<file path="src/rtl/unsorted_list_table_defines.svh">
// Assertion helpers used by unsorted_list_table; they expect clk and arst_n in scope.
`ifndef UNSORTED_LIST_TABLE_DEFINES_SVH
`define UNSORTED_LIST_TABLE_DEFINES_SVH

// Same-cycle implication, disabled while reset is asserted.
`define ULT_ASSERT_IMPL(lbl, ante, cons, msg) \
	lbl: assert property (@(posedge clk) disable iff (!arst_n) (ante) |-> (cons)) \
		else $error(msg);

// Next-cycle implication, disabled while reset is asserted.
`define ULT_ASSERT_NEXT(lbl, ante, cons, msg) \
	lbl: assert property (@(posedge clk) disable iff (!arst_n) (ante) |=> (cons)) \
		else $error(msg);

`endif

</file>
<file path="src/rtl/ult_pkg.sv">
package ult_pkg;

	// Operation codes on the request channel; codes 6 and 7 are unused.
	typedef enum logic [2:0] {
		FUNC_INSERT = 3'd0,
		FUNC_LOOKUP = 3'd1,
		FUNC_DELETE = 3'd2,
		FUNC_CLEAR  = 3'd3,
		FUNC_REWIND = 3'd4,
		FUNC_READ   = 3'd5
	} func_t;

	// What a token looks for while it walks the chain.
	typedef enum logic [1:0] {
		MODE_LOOKUP,
		MODE_DELETE,
		MODE_READ
	} tok_mode_t;

	typedef struct packed {
		logic      active;
		tok_mode_t mode;
		logic      found;
	} tok_ctl_t;

	typedef enum logic {
		ST_IDLE,
		ST_SCAN
	} state_t;

	localparam int PortValueBits = 32;

endpackage

</file>
<file path="src/rtl/ult_if.sv">
interface ult_req_if;
	logic        valid;
	logic        ready;
	logic [2:0]  func;
	logic [31:0] value;

	modport source(output valid, output func, output value, input ready);
	modport sink(input valid, input func, input value, output ready);
endinterface

interface ult_rsp_if #(
	parameter int COUNT_BITS = 5
);
	logic                  valid;
	logic                  ready;
	logic                  ok;
	logic [31:0]           data;
	logic [COUNT_BITS-1:0] count;
	logic                  full_res;

	modport source(output valid, output ok, output data, output count, output full_res,
		input ready);
	modport sink(input valid, input ok, input data, input count, input full_res,
		output ready);
endinterface

</file>
<file path="src/rtl/unsorted_list_table.sv">
// Fixed-capacity unsorted list with append, lookup, delete, clear, rewind and read-next.
//
// Channels: req carries func and value, rsp returns ok, data, count and full_res.
// Both use valid/ready; a transfer happens on a rising edge with both high.
// One response comes back for every request, in order.
//
// Flow: insert, clear, rewind and the unused codes load their answer into the
// response register on the request transfer. Lookup, delete and read-next send
// a token down a chain of CAPACITY cells, one cell per cycle, and their answer
// is loaded when the token leaves the last cell. Requests are handled one at a
// time; no new request is taken while a chain walk runs.
//
// Reset: arst_n clears the count, the read cursor, the state and the
// response valid. Stored entries are not cleared; only slots below the count
// are ever read.
//
// Stall: a finished response sits in the output register until rsp.ready;
// req.ready stays low while a chain walk runs or the response cannot drain.
module unsorted_list_table #(
	parameter int CAPACITY   = 16,
	parameter int VALUE_BITS = 32
) (
	input logic        clk,
	input logic        arst_n,
	ult_req_if.sink    req,
	ult_rsp_if.source  rsp
);
	import ult_pkg::*;

	`include "unsorted_list_table_defines.svh"

	localparam int CW = $clog2(CAPACITY + 1);
	localparam int IW = (CAPACITY > 1) ? $clog2(CAPACITY) : 1;
	localparam int EW = (VALUE_BITS < PortValueBits) ? VALUE_BITS : PortValueBits;

	state_t                   state_q;
	state_t                   state_d;
	logic [CW-1:0]            count_q;
	logic [CW-1:0]            rpos_q;
	logic                     rsp_valid_q;
	logic                     ok_q;
	logic [PortValueBits-1:0] data_q;

	// token chain: index 0 is the launch point, index CAPACITY the exit
	tok_ctl_t      ctl_w  [CAPACITY+1];
	logic [EW-1:0] key_w  [CAPACITY+1];
	logic [IW-1:0] idx_w  [CAPACITY+1];
	logic [EW-1:0] data_w [CAPACITY+1];

	func_t                    func;
	logic                     accept;
	logic                     out_free;
	logic                     exit_tok;
	logic                     has_room;
	tok_ctl_t                 launch_ctl;
	logic                     wr_en;
	logic [IW-1:0]            wr_idx;
	logic [EW-1:0]            wr_data;
	logic                     res_load;
	logic                     res_ok;
	logic [PortValueBits-1:0] res_data;
	logic                     dec_count;
	logic                     adv_rpos;

	assign func     = func_t'(req.func);
	assign accept   = req.valid && req.ready;
	assign out_free = !rsp_valid_q || rsp.ready;
	assign exit_tok = ctl_w[CAPACITY].active;
	assign has_room = count_q < CW'(CAPACITY);

	// Launch point of the chain.
	assign ctl_w[0]  = launch_ctl;
	assign key_w[0]  = req.value[EW-1:0];
	assign idx_w[0]  = '0;
	assign data_w[0] = '0;

	// Next state.
	always_comb begin
		state_d = state_q;
		case (state_q)
			ST_IDLE: begin
				if (accept && (func == FUNC_LOOKUP || func == FUNC_DELETE ||
					func == FUNC_READ)) begin
					state_d = ST_SCAN;
				end
			end
			ST_SCAN: begin
				if (exit_tok) begin
					state_d = ST_IDLE;
				end
			end
			default: begin
				state_d = ST_IDLE;
			end
		endcase
	end

	// Outputs of the controller: handshake, token launch, slot write, result.
	always_comb begin
		req.ready         = (state_q == ST_IDLE) && out_free;
		launch_ctl.active = 1'b0;
		launch_ctl.mode   = MODE_LOOKUP;
		launch_ctl.found  = 1'b0;
		wr_en             = 1'b0;
		wr_idx            = IW'(count_q);
		wr_data           = req.value[EW-1:0];
		res_load          = 1'b0;
		res_ok            = 1'b0;
		res_data          = '0;
		dec_count         = 1'b0;
		adv_rpos          = 1'b0;
		case (state_q)
			ST_IDLE: begin
				if (accept) begin
					case (func)
						FUNC_INSERT: begin
							// append at the tail when there is room
							wr_en    = has_room;
							res_load = 1'b1;
							res_ok   = has_room;
						end
						FUNC_LOOKUP: begin
							launch_ctl.active = 1'b1;
							launch_ctl.mode   = MODE_LOOKUP;
						end
						FUNC_DELETE: begin
							launch_ctl.active = 1'b1;
							launch_ctl.mode   = MODE_DELETE;
						end
						FUNC_READ: begin
							launch_ctl.active = 1'b1;
							launch_ctl.mode   = MODE_READ;
						end
						default: begin
							// clear, rewind and unused codes answer at once
							res_load = 1'b1;
						end
					endcase
				end
			end
			ST_SCAN: begin
				if (exit_tok) begin
					res_load = 1'b1;
					res_ok   = ctl_w[CAPACITY].found;
					if (ctl_w[CAPACITY].found) begin
						case (ctl_w[CAPACITY].mode)
							MODE_DELETE: begin
								// move the tail entry into the hole
								wr_en     = 1'b1;
								wr_idx    = idx_w[CAPACITY];
								wr_data   = data_w[CAPACITY];
								dec_count = 1'b1;
							end
							MODE_READ: begin
								res_data = PortValueBits'(data_w[CAPACITY]);
								adv_rpos = 1'b1;
							end
							default: begin
								res_data = PortValueBits'(data_w[CAPACITY]);
							end
						endcase
					end
				end
			end
			default: begin
				res_load = 1'b0;
			end
		endcase
	end

	for (genvar g = 0; g < CAPACITY; g++) begin : g_cell
		ult_cell #(
			.CW  (CW),
			.IW  (IW),
			.EW  (EW),
			.IDX (g)
		) u_cell (
			.clk     (clk),
			.arst_n  (arst_n),
			.wr_en   (wr_en),
			.wr_idx  (wr_idx),
			.wr_data (wr_data),
			.count   (count_q),
			.rpos    (rpos_q),
			.up_ctl  (ctl_w[g]),
			.up_key  (key_w[g]),
			.up_idx  (idx_w[g]),
			.up_data (data_w[g]),
			.dn_ctl  (ctl_w[g+1]),
			.dn_key  (key_w[g+1]),
			.dn_idx  (idx_w[g+1]),
			.dn_data (data_w[g+1])
		);
	end

	always_ff @(posedge clk or negedge arst_n) begin
		if (!arst_n) begin
			state_q     <= ST_IDLE;
			count_q     <= '0;
			rpos_q      <= '0;
			rsp_valid_q <= 1'b0;
		end else begin
			state_q <= state_d;
			// load a new response, else drop the old one once transferred
			if (res_load) begin
				rsp_valid_q <= 1'b1;
			end else if (rsp_valid_q && rsp.ready) begin
				rsp_valid_q <= 1'b0;
			end
			if (accept && func == FUNC_INSERT && has_room) begin
				count_q <= count_q + CW'(1);
			end
			if (accept && func == FUNC_CLEAR) begin
				count_q <= '0;
			end
			if (accept && func == FUNC_REWIND) begin
				rpos_q <= '0;
			end
			if (dec_count) begin
				count_q <= count_q - CW'(1);
			end
			if (adv_rpos) begin
				rpos_q <= rpos_q + CW'(1);
			end
		end
	end

	always_ff @(posedge clk) begin
		if (res_load) begin
			ok_q   <= res_ok;
			data_q <= res_data;
		end
	end

	assign rsp.valid    = rsp_valid_q;
	assign rsp.ok       = ok_q;
	assign rsp.data     = data_q;
	assign rsp.count    = count_q;
	assign rsp.full_res = count_q == CW'(CAPACITY);

	`ULT_ASSERT_IMPL(a_count_bound, 1'b1, count_q <= CW'(CAPACITY), "count above capacity")
	`ULT_ASSERT_IMPL(a_walk_len, exit_tok, $past(ctl_w[0].active, CAPACITY), "stray exit")
	`ULT_ASSERT_IMPL(a_busy_empty, state_q != ST_IDLE, !rsp_valid_q, "response pending during walk")
	`ULT_ASSERT_NEXT(a_delete_dec, dec_count, count_q == $past(count_q) - CW'(1), "delete count slip")

endmodule

</file>
<file path="src/rtl/ult_cell.sv">
module ult_cell #(
	parameter int CW  = 5,
	parameter int IW  = 4,
	parameter int EW  = 32,
	parameter int IDX = 0
) (
	input  logic             clk,
	input  logic             arst_n,
	input  logic             wr_en,
	input  logic [IW-1:0]    wr_idx,
	input  logic [EW-1:0]    wr_data,
	input  logic [CW-1:0]    count,
	input  logic [CW-1:0]    rpos,
	input  ult_pkg::tok_ctl_t up_ctl,
	input  logic [EW-1:0]    up_key,
	input  logic [IW-1:0]    up_idx,
	input  logic [EW-1:0]    up_data,
	output ult_pkg::tok_ctl_t dn_ctl,
	output logic [EW-1:0]    dn_key,
	output logic [IW-1:0]    dn_idx,
	output logic [EW-1:0]    dn_data
);
	import ult_pkg::*;

	logic [EW-1:0] entry_q;
	tok_ctl_t      ctl_q;
	logic [EW-1:0] key_q;
	logic [IW-1:0] idx_q;
	logic [EW-1:0] data_q;

	tok_ctl_t      ctl_d;
	logic [IW-1:0] idx_d;
	logic [EW-1:0] data_d;
	logic          in_list;
	logic          is_last;

	assign in_list = CW'(IDX) < count;
	assign is_last = CW'(IDX + 1) == count;

	// Update the passing token with what this slot holds.
	always_comb begin
		ctl_d  = up_ctl;
		idx_d  = up_idx;
		data_d = up_data;
		if (up_ctl.active) begin
			case (up_ctl.mode)
				MODE_LOOKUP: begin
					if (in_list && !up_ctl.found && entry_q == up_key) begin
						ctl_d.found = 1'b1;
						idx_d       = IW'(IDX);
						data_d      = entry_q;
					end
				end
				MODE_DELETE: begin
					if (in_list && !up_ctl.found && entry_q == up_key) begin
						ctl_d.found = 1'b1;
						idx_d       = IW'(IDX);
					end
					// grab the tail entry that fills the hole
					if (is_last) begin
						data_d = entry_q;
					end
				end
				MODE_READ: begin
					if (in_list && CW'(IDX) == rpos) begin
						ctl_d.found = 1'b1;
						data_d      = entry_q;
					end
				end
				default: begin
					ctl_d = up_ctl;
				end
			endcase
		end
	end

	always_ff @(posedge clk or negedge arst_n) begin
		if (!arst_n) begin
			ctl_q <= '0;
		end else begin
			ctl_q <= ctl_d;
		end
	end

	always_ff @(posedge clk) begin
		key_q  <= up_key;
		idx_q  <= idx_d;
		data_q <= data_d;
		if (wr_en && wr_idx == IW'(IDX)) begin
			entry_q <= wr_data;
		end
	end

	assign dn_ctl  = ctl_q;
	assign dn_key  = key_q;
	assign dn_idx  = idx_q;
	assign dn_data = data_q;

endmodule
</file>
<file path="src/flat_wrapper.sv">
// flat-port wrapper written by rule: the top's interface ports become plain ports
module unsorted_list_table_flat import ult_pkg::*;
#(
	parameter int CAPACITY   = 16,
	parameter int VALUE_BITS = 32
)
  (clk, arst_n, req_valid, req_func, req_value, req_ready, rsp_valid, rsp_ok, rsp_data, rsp_count, rsp_full_res, rsp_ready);
  ult_req_if req_i ();
  ult_rsp_if rsp_i ();
  input logic clk;
  input logic arst_n;
  input wire logic [$bits(req_i.valid)-1:0] req_valid;
  input wire logic [$bits(req_i.func)-1:0] req_func;
  input wire logic [$bits(req_i.value)-1:0] req_value;
  output wire logic [$bits(req_i.ready)-1:0] req_ready;
  output wire logic [$bits(rsp_i.valid)-1:0] rsp_valid;
  output wire logic [$bits(rsp_i.ok)-1:0] rsp_ok;
  output wire logic [$bits(rsp_i.data)-1:0] rsp_data;
  output wire logic [$bits(rsp_i.count)-1:0] rsp_count;
  output wire logic [$bits(rsp_i.full_res)-1:0] rsp_full_res;
  input wire logic [$bits(rsp_i.ready)-1:0] rsp_ready;
  assign req_i.valid = req_valid;
  assign req_i.func = req_func;
  assign req_i.value = req_value;
  assign req_ready = req_i.ready;
  assign rsp_valid = rsp_i.valid;
  assign rsp_ok = rsp_i.ok;
  assign rsp_data = rsp_i.data;
  assign rsp_count = rsp_i.count;
  assign rsp_full_res = rsp_i.full_res;
  assign rsp_i.ready = rsp_ready;
  unsorted_list_table #(.CAPACITY(CAPACITY), .VALUE_BITS(VALUE_BITS)) u_core (.clk(clk), .arst_n(arst_n), .req(req_i), .rsp(rsp_i));
endmodule
</file>
<file path="config.mk">
export PLATFORM = sky130hd
export DESIGN_NAME = unsorted_list_table_flat
export DESIGN_NICKNAME = d
export VERILOG_FILES = /design/src/rtl/ult_pkg.sv /design/src/rtl/ult_if.sv /design/src/rtl/unsorted_list_table.sv /design/src/rtl/ult_cell.sv /design/src/flat_wrapper.sv
export VERILOG_INCLUDE_DIRS = /design/src /design/src/rtl
export SDC_FILE = /design/constraint.sdc
export NUM_CORES = 2
export LEC_CHECK = 0
export ABC_CLOCK_PERIOD_IN_PS = 7200
export BUFFER_PORTS_ARGS = -buffer_cell sky130_fd_sc_hd__buf_2
export CELL_PAD_IN_SITES_DETAIL_PLACEMENT = 1
export CELL_PAD_IN_SITES_GLOBAL_PLACEMENT = 2
export CORE_AREA = 2 2 379 381
export DETAILED_ROUTE_END_ITERATION = 16
export DIE_AREA = 0 0 381 383
export GPL_ROUTABILITY_DRIVEN = 0
export GPL_TIMING_DRIVEN = 0
export HOLD_SLACK_MARGIN = 0.12
export PLACE_DENSITY = 0.77
export RECOVER_POWER = 25
export SLEW_MARGIN = 20
export SYNTH_ARGS = -nofsm -noshare
export SYNTH_HDL_FRONTEND = slang
export SYNTH_SLANG_ARGS = --single-unit
</file>
<file path="constraint.sdc">
create_clock -name clk -period 7.2 [get_ports clk]
set_clock_uncertainty 0.1 [all_clocks]
set_input_delay 0.72 -clock clk [delete_from_list [all_inputs] [get_ports clk]]
set_output_delay 0.72 -clock clk [all_outputs]
set_load 0.02 [all_outputs]
</file>
==> results.json <==
{
  "irDropWorstVdd_mv": 0.260,
  "grt_max_degree": 43,
  "wirelength_um": 183000,
  "avgSynthCellArea_um2": 14.9,
  "viasPerCell": 5.22,
  "synthMostInstantiatedCell": "dfxtp_1",
  "crit_type": "reg -> reg",
  "setup_tns_ns": 0,
  "die_h_um": 383,
  "clk_pin_slew_ns": 0.06,
  "netlist_top_cells_area": "dfxtp_1, edfxtp_1, mux2_2",
  "clock-root-buffer": "clkbuf_16",
  "arrival_ns": 5.03,
  "via_count": 32054,
  "dp_slack_ns": 2.86,
  "ys_warn_count": 0,
  "netlist_area_um2": 56300,
  "endpoint_kind": "flip-flop",
  "synth.largest_area_cell": "dfxtp_1",
  "grt_antenna_before_repair": 16,
  "setup_ws_ns": 2.74,
  "startpoint": "u_core.rsp.count[1]$_DFFE_PN0P_",
  "yosysUniqueCellTypes": 93,
  "grt_pass1_vias": 33522,
  "drc": 0,
  "ioPinCount": 80,
  "post_cts_resized": 0,
  "die_area_um2": 146000,
  "wl_per_cell_um": 29.8,
  "synthArstFlopShare": 0.0457,
  "drt-initial-drc-count": 3017,
  "setup_viol": 0,
  "drt_pass1_iterations": 5,
  "worstPathRequired_ns": 7.77,
  "coreArea_um2": 142000,
  "cap_violations": 2,
  "numCtsBuffers": 165,
  "placementRows": 139,
  "post-route-period-util": 0.620,
  "port_buffers": 79,
  "p_clk_frac": 0.462,
  "netlist_instances": 3773,
  "synth_edf_count": 545,
  "r2r_setup_slack_ns": 2.74,
  "combinationalPowerShare": 0.022,
  "hold_path_class": "in -> reg",
  "hold_depth": 2,
  "status": "finished, violations left",
  "pwr-share-seq": 0.515,
  "cts_setup_buffers": 0,
  "finalMaxSlewViolations": 79,
  "switching_share": 0.214,
  "synth_ff_type": "dfxtp_1",
  "rsz0062_at_grt": "no",
  "clockBufferDepth": 3,
  "fmax_mhz": 224,
  "internal-power_mw": 15.2,
  "timing.rr.end": "u_core.g_cell[1].u_cell.dn_data[22]$_DFF_P_",
  "tritoncts": "yes",
  "synth.net_count": 3822,
  "final_cells": 6146,
  "ys_seq_elements": 1662,
  "h-tree-depth": 4,
  "final_nets": 4144,
  "seq_area_frac_synth": 0.694,
  "initial_utilization": 0.396,
  "synth_commonest_cells": "dfxtp_1, edfxtp_1, xor2_1, mux2_2, xnor2_1",
  "crit_path_start_kind": "flip-flop",
  "slew_headroom": -0.615,
  "syn_to_final_growth_pct": 17.8,
  "reg2reg_depth": 10,
  "placed_cells": 5797,
  "drive_above_1_share": 0.213,
  "p_leak_nw": 26.2,
  "fin_crit_ns": 4.46,
  "p_sw_mw": 4.14,
  "cts_sinks": 1662,
  "crit_end": "u_core.g_cell[1].u_cell.dn_data[22]$_DFF_P_",
  "synth_top_area_frac": 0.370,
  "tightest_slew_ns": 2.42,
  "violations": "capacitance limit, slew limit",
  "timing.rr.start": "u_core.rsp.count[1]$_DFFE_PN0P_",
  "clk-insertion-delay-late_ns": 0.79,
  "drtAntennaViolNets": 0,
  "grt_usage": 0.249,
  "hold_viol": 0,
  "die_x_um": 381,
  "grt-ovfl-total": 0,
  "hpwl_um": 137000,
  "path_max_fanout": 10,
  "power_density_nw_per_um2": 292,
  "grt_pass1_wl_um": 255000
}
-- final cells by class --
cell class	instances	area (um^2)
Fill cell	14149	75900
Sequential cell	1662	39100
Multi-Input combinational cell	1965	16700
Clock buffer	236	4840
Tap cell	1903	2380
Timing Repair Buffer	155	1710
Clock inverter	73	843
Buffer	104	633
Inverter	42	158
Antenna cell	6	15.0
-- metal layers --
metal | wire length (um) | share of wire | track usage | vias to the layer above
met5 | 0 | 0 | 0 | -
met4 | 4800 | 0.026 | 0.0720 | 0
met3 | 11400 | 0.062 | 0.0488 | 246
met2 | 89100 | 0.49 | 0.418 | 977
met1 | 77900 | 0.43 | 0.326 | 16653
li1 | - | - | - | 14178
-- registers in the layout, summed over array words and instances, names as in the netlist --
name,flops
u_core.g_cell.u_cell.dn_data,512
u_core.g_cell.u_cell.entry_q,512
u_core.g_cell.u_cell.dn_key,480
u_core.g_cell.u_cell.dn_ctl,64
u_core.g_cell.u_cell.dn_idx,49
u_core.rsp.data,32
u_core.rpos_q,5
u_core.rsp.count,5
u_core.rsp.ok,1
u_core.rsp.valid,1
u_core.state_q,1
-- cells in the final DEF (no fill, tap or decap), types with 39 or more instances in the layout --
cell       Yosys  routed
inv_1         42      42
nor2_1        75      59
dfrtp_1       76      76
mux2_2       269     269
o21a_1        39      39
nor4_1       105     105
a21oi_1       52      50
nand4_1       65      65
edfxtp_1     545     545
and2_1        45      45
mux2i_1       65      65
clkbuf_16      0     172
clkbuf_1      42     110
xnor2_1      152     152
nand2_1      144     112
buf_2         28      76
mux2_4       112     112
and3_1        45      45
mux2_1        67      67
dfxtp_1     1041    1041
xor2_1       336     336
-- power groups by stage --
stage               Sequential [mW]  Clock [mW]  Combinational (mW)
CTS                            9.97        9.06               0.430
finish                         9.97        8.95               0.433
floorplan                      10.1           0               0.156
global route                   9.97        9.45               0.446
global placement               10.2           0               0.360
detailed placement             10.2           0               0.412
-- worst min path at each step --
stage	start	slack, ns	to
finish	req_func[2]	0.21	u_core.g_cell[0].u_cell.dn_ctl[2]$_DFF_PN0_
global route	req_func[2]	0.19	u_core.g_cell[0].u_cell.dn_ctl[2]$_DFF_PN0_
CTS	req_func[2]	0.15	u_core.g_cell[0].u_cell.dn_ctl[2]$_DFF_PN0_
detailed placement	u_core.g_cell[8].u_cell.dn_key[20]$_DFF_P_	0.25	u_core.g_cell[9].u_cell.dn_key[20]$_DFF_P_
global placement	u_core.g_cell[9].u_cell.dn_key[5]$_DFF_P_	0.25	u_core.g_cell[10].u_cell.dn_key[5]$_DFF_P_
floorplan	u_core.g_cell[10].u_cell.dn_key[19]$_DFF_P_	0.23	u_core.g_cell[11].u_cell.dn_key[19]$_DFF_P_
-- critical path, stage by stage, from the launching register on --
cell	delay, ns
dfrtp_1	0.51
buf_2	0.31
inv_1	0.17
ha_1	0.24
o21bai_1	0.22
a2111oi_0	0.99
nand2_1	0.20
nand4bb_1	0.49
o22ai_4	0.45
buf_4	0.30
mux2_1	0.34
-- cell families (layout without fill, tap and decap cells) --
group	count (synthesis)	in the layout	share of synthesized area
flip-flops	1662	1662	0.694
AND/OR/NAND/NOR	680	680	0.0677
buffers and inverters	146	610	0.0140
multiplexers	513	513	0.109
other	0	6	0
adder cells (fa/ha/maj)	10	10	0.00222
AO/OA/AOI/OAI	274	274	0.0373
XOR/XNOR	488	488	0.0759
-- timing repair --
| item | CTS | global route |
|---|---|---|
| endpoints found under the setup margin | 0 | 0 |
| hold buffers | 34 | 0 |
| hold endpoints to repair | 67 | 0 |
-- metrics by stage --
step	hold slack (ns)	instance area [um^2]	util	total power [mW]
floorplan	0.231	56300	-	10.2
global placement	0.251	59100	0.415	10.5
detailed placement	0.255	60400	0.424	10.6
CTS	0.153	66400	0.467	19.5
global route	0.186	66300	0.466	19.9
finish	0.206	66300	0.466	19.3
No activity file was read; power rests on OpenSTA's default activity.
